<file path="src/rtl/dbcrsc_store.sv">
// Couple store: single-port-write, registered-read memory of two-bit couples.
module dbcrsc_store #(
    parameter int DEPTH = 2048,
    parameter int AW    = 11
) (
    input  logic          clk,
    input  logic          wr_en,
    input  logic [AW-1:0] wr_addr,
    input  logic [1:0]    wr_data,
    input  logic          rd_en,
    input  logic [AW-1:0] rd_addr,
    output logic [1:0]    rd_data
);

    logic [1:0] mem [DEPTH];
    logic [1:0] rd_data_reg;

    // Write port.
    always_ff @(posedge clk)
    begin
        if (wr_en)
        begin
            mem[wr_addr] <= wr_data;
        end
    end

    // Read port; the data holds until the next enabled read.
    always_ff @(posedge clk)
    begin
        if (rd_en)
        begin
            rd_data_reg <= mem[rd_addr];
        end
    end

    assign rd_data = rd_data_reg;

endmodule

</file>
<file path="config.mk">
export PLATFORM = sky130hd
export DESIGN_NAME = dbcrsc_store
export DESIGN_NICKNAME = d
export VERILOG_FILES = /design/src/rtl/dbcrsc_store.sv
export SDC_FILE = /design/constraint.sdc
export NUM_CORES = 2
export LEC_CHECK = 0
export ABC_AREA = 0
export BUFFER_PORTS_ARGS = -buffer_cell sky130_fd_sc_hd__buf_2
export CAP_MARGIN = 20
export CORE_MARGIN = 5
export CORE_UTILIZATION = 42
export DETAILED_ROUTE_END_ITERATION = 8
export PLACE_DENSITY = 0.66
export SYNTH_ARGS = -nofsm -noshare
export SYNTH_HDL_FRONTEND = slang
export SYNTH_SLANG_ARGS = --single-unit
export TNS_END_PERCENT = 5
</file>
<file path="constraint.sdc">
create_clock -name clk -period 2.8 [get_ports clk]
set_clock_uncertainty 0.1 [all_clocks]
set_input_delay 0.42 -clock clk [delete_from_list [all_inputs] [get_ports clk]]
set_output_delay 0.42 -clock clk [all_outputs]
set_load 0.02 [all_outputs]
</file>
# Word level (Yosys, flattened, before mapping)
# Memory sizes are Yosys's and may differ from the RTL's. A register that Yosys moved wholly into a read port is not among the register bits.
# Index checks and enable logic that the tools add are counted.
dict set report op_classes {
  n_addsub 0
  n_mul 0
  div 0
  n_lt_le_gt_ge 0
  n_eq_ne 0
  shifts 0
  mux 2
  bitwise 0
  reduce_logical 0
}
# cell count
set ops {}
lappend ops {{2-to-1 mux 1 bit} 2}
dict set report totals {
  ff_bits 0
  latchBits 0
  ram_bits 4096
  romBits 0
  out_inout_bits 2
  elab_cells 3
  n_memories 1
}
# name words width rd rd_ports_with_merged_regs write_ports line_no
set mem_list {}
lappend mem_list {mem 2048 2 1 1 1 15} ;# logic [1:0] mem [DEPTH];

# Depth between registers and ports, before layout
dict set report depth {
  depth_word 2
  depth_mapped 16
  depth_no_buf 9
}

# Least setup slack after synthesis
# No wires, ideal clock.
dict set report synth_path {
  kind {input port to flip-flop}
  startpoint {in rd_addr[1]}
  endpoint {reg rd_data_reg[0] (netlist: rd_data[0]), read port of mem, data pin}
  arrival_time_ns 2.635
  setup_slack_ns -0.201
  stages 11
  n_path_buf 4
  path_cell_list {buf_6 -> buf_4 -> buf_2 -> clkbuf_1 -> mux4_2 -> mux4_2 -> mux2i_1 -> a21oi_1 -> nand4_1 -> o41ai_1 -> or3_1}
}
# item line_no
set synth_lines {}
lappend synth_lines {{start: declaration} 11} ;# input logic [AW-1:0] rd_addr,
lappend synth_lines {{end: declaration} 16} ;# logic [1:0] rd_data_reg;

==> key figures <==
Place
  • Placed instance area: ~0.18 mm²
  • Post-detail-place hpwl: 322.6 mm
  • Port bufs: 28
  • Placed cells: about 16000
  • Routability cong.: approximately 0.9

Worst hold path
  • Hold path depth: 5
  • Worst hold path class: input port to flip-flop

Pwr
  • Worst vdd ir: approximately 0.56 mV
  • Leak: roughly 62 nW
  • PwrDens: about 660 mW/mm²

Routing
  • Drt total wl: roughly 520 mm
  • Avg Vias per Cell: 6.134
  • Drt pass-1 iters: 8
  • Antenna Nets Post-Route: 0
  • Via count: a little over 100k
  • First DRT Iteration DRCs: roughly 16000
  • Residual DRC count: 0
  • Wirelength per Cell: around 31 µm

Timing
  • Worst slew pin tran: a little under 1 ns
  • Slew Viols, Final: 0
  • RSZ-0062 raised after global routing: true
  • Post-layout min period: 3.409 ns
  • Final setup violation count: 2
  • Final Hold Viols: 0
  • Setup WS post-layout: -0.6090 ns
  • Max_slew headroom: 34.26%
  • Minimum hold slack: 0.09126 ns
  • Period utilisation layout: 121.8%
  • FMAX: 293.3 MHz

Yosys
  • Most frequent cells after synthesis: edfxtp_1, nor2_1, mux2i_1, mux4_2, clkbuf_1
  • Ys flop type: edfxtp_1
  • Post-synth EDFFs: 4098
  • Syn. warnings: 0
  • Largest cells by area after synthesis: edfxtp_1, mux4_2, nor2_1
  • Synth top area share: 72.90%
  • Share of the yosys chip area belonging to registers: between 70 and 80%
  • Syn Area/Cell: 16.59 µm²
  • Syn Std Cell Area: about 0.17 mm²
  • Count of cell types in the netlist: 80
  • Syn nets: 10200
  • Synthesized instance count: just over 10000
  • FF+latch count, synth: 4098
  • FFs w/ async S/R, synth: 0%
  • Yosys top cell by area: edfxtp_1
  • Count leader, synth: edfxtp_1

Finish
  • Area grow syn2layout: 16.30%
  • # nets final: between 10000 and 15000
  • Layout cell share with drive strength beyond 1: between 20% and 30%
  • Design area: 0.1963 mm²
  • Post-Layout Cell Count: approximately 17000
  • FILL cells: 32690
  • Max FFs per register: ~4100

Floorplan
  • Row cnt: around 230
  • Die Ht: between 600 and 700 µm
  • Chip Width: around 640 µm
  • Area of the core: ~0.40 mm²
  • Starting Density: about 42%
  • Die area: slightly above 0.4 mm²
  • # IOs: 29

Setup path
  • CP required: 3.38 ns
  • Worst EP arrival: between 3 and 4 ns
  • Worst setup EP type: flip-flop
  • Crit path max fanout: 12
  • R2r setup slk: -0.58 ns
  • Worst setup path class: input port to flip-flop
  • Critical Path Source Type: input port
  • R2r worst-path depth: 13

Global routing
  • GR Overflow Total: 0
  • Global-route wire length before repair: 732.6 mm
  • Largest net degree at the start of global routing: 148
  • Global Route Usage Sum: 24.25%
  • Initial antenna violation count: 39
  • Vias in the first global route: between 100k and 150k

Job
  • Max-Cap Viols: 0

Clock network
  • H-tree Lvls: 5
  • CTS root buf: clkbuf_16
  • CTS tree: yes
  • Total CTS buffers: ~420
  • Later-pin clock latency in the skew report: approximately 0.99 ns
  • Post-CTS Setup Inserts: 0
  • CTS Buffer Depth: 4
  • Clk sink count: approximately 4100
  • Reg clk slew, reported paths: about 0.06 ns

Outcome
  • Status: finished with violations
  • Failing checks: negative setup slack
==> power breakdown <==
group | total [mW] | leakage [nW] | internal, mW | switching [mW]
Clock | 54.8 | 6.46 | 31.2 | 23.6
Combinational | 7.32 | 19.1 | 2.70 | 4.62
Sequential | 67.5 | 36.8 | 67.5 | 0.00904
==> stage by stage <==
stage | setup WS, ns | setup TNS (ns) | power [mW] | util [%]
detailed placement | -2.145 | -4.248 | 75.91 | 45.64
CTS | -0.4369 | -0.7518 | 129.9 | 49.06
global route | -0.6880 | -1.148 | 132.9 | 49.07
global placement | -2.628 | -4.807 | 75.77 | 45.63
finish | -0.6090 | -1.028 | 129.6 | 49.08
floorplan | -0.1039 | -0.2064 | 72.21 | -
==> area by class of cell <==
class	instances	area [µm²]	area share [%]
diodes	18	45.04	0.02294
clock buffers	502	10860	5.532
clock inverters	259	2486	1.266
inverters	4	27.53	0.01402
multi-input cells	5219	41470	21.12
flip-flops and latches	4098	123100	62.68
well taps	5265	6588	3.355
repair buffers	1176	11790	6.006
==> placed cells by master (no fill, tap or decap), types with 61 or more instances in the layout <==
master        n
o22ai_1     176
clkbuf_1     80
a21oi_1     145
buf_12      229
nor2_1     2177
clkbuf_16   422
nand2_1     228
mux2i_1     796
edfxtp_1   4098
o21ai_0     121
clkinv_2     62
a211oi_1     61
buf_4       907
clkinv_1    107
o221ai_1    242
nor3_1      155
mux4_2      617
==> worst paths after layout <==
kind,from,end
min reg2reg,mem[1622][1],rd_data[1]
min,wr_addr[4],mem[1510][1]
max reg2reg,mem[1233][0],rd_data[0]
max,rd_addr[6],rd_data[0]
==> kinds of logic (layout without fill, tap and decap cells) <==
group	after synthesis	in the layout	share of synthesized area, %
AOI/OAI and AO/OA	910	910	3.776
and+or+nand+nor	2850	2850	6.868
buffers and inverters	857	1941	2.995
DFF	4098	4098	72.90
muxes	1459	1459	13.46
other	0	18	0
==> worst max-delay path: stages <==
cell,delay [ns]
buf_2,0.24
nor3_1,0.67
nand2_1,0.23
buf_4,0.27
buf_4,0.17
nor3_1,0.41
or3_1,0.21
a2111oi_2,0.05
buf_2,0.17
buf_4,0.14
nand4_1,0.39
buf_6,0.20
o41ai_4,0.07
or3_1,0.31
==> routing by layer <==
metal / wire length (µm) / global-route usage, % / up-vias
met3: 63660 / 5.765 / 1169
met1: 186100 / 32.13 / 52420
met5: 46 / 0 / -
met4: 24900 / 10.05 / 8
met2: 242600 / 38.60 / 6605
li1: - / - / 41260
==> timing repair <==
| action | 4_1_cts | 5_1_grt |
|---|---|---|
| resized for setup | 55 | 8 |
| endpoints found under the setup margin | 2 | 2 |
| hold buffers | 5 | 0 |
| pin swaps | 11 | 3 |
| hold endpoints to repair | 142 | 0 |
| cloned | 1 | 0 |
(Power assumes the default switching activity.)
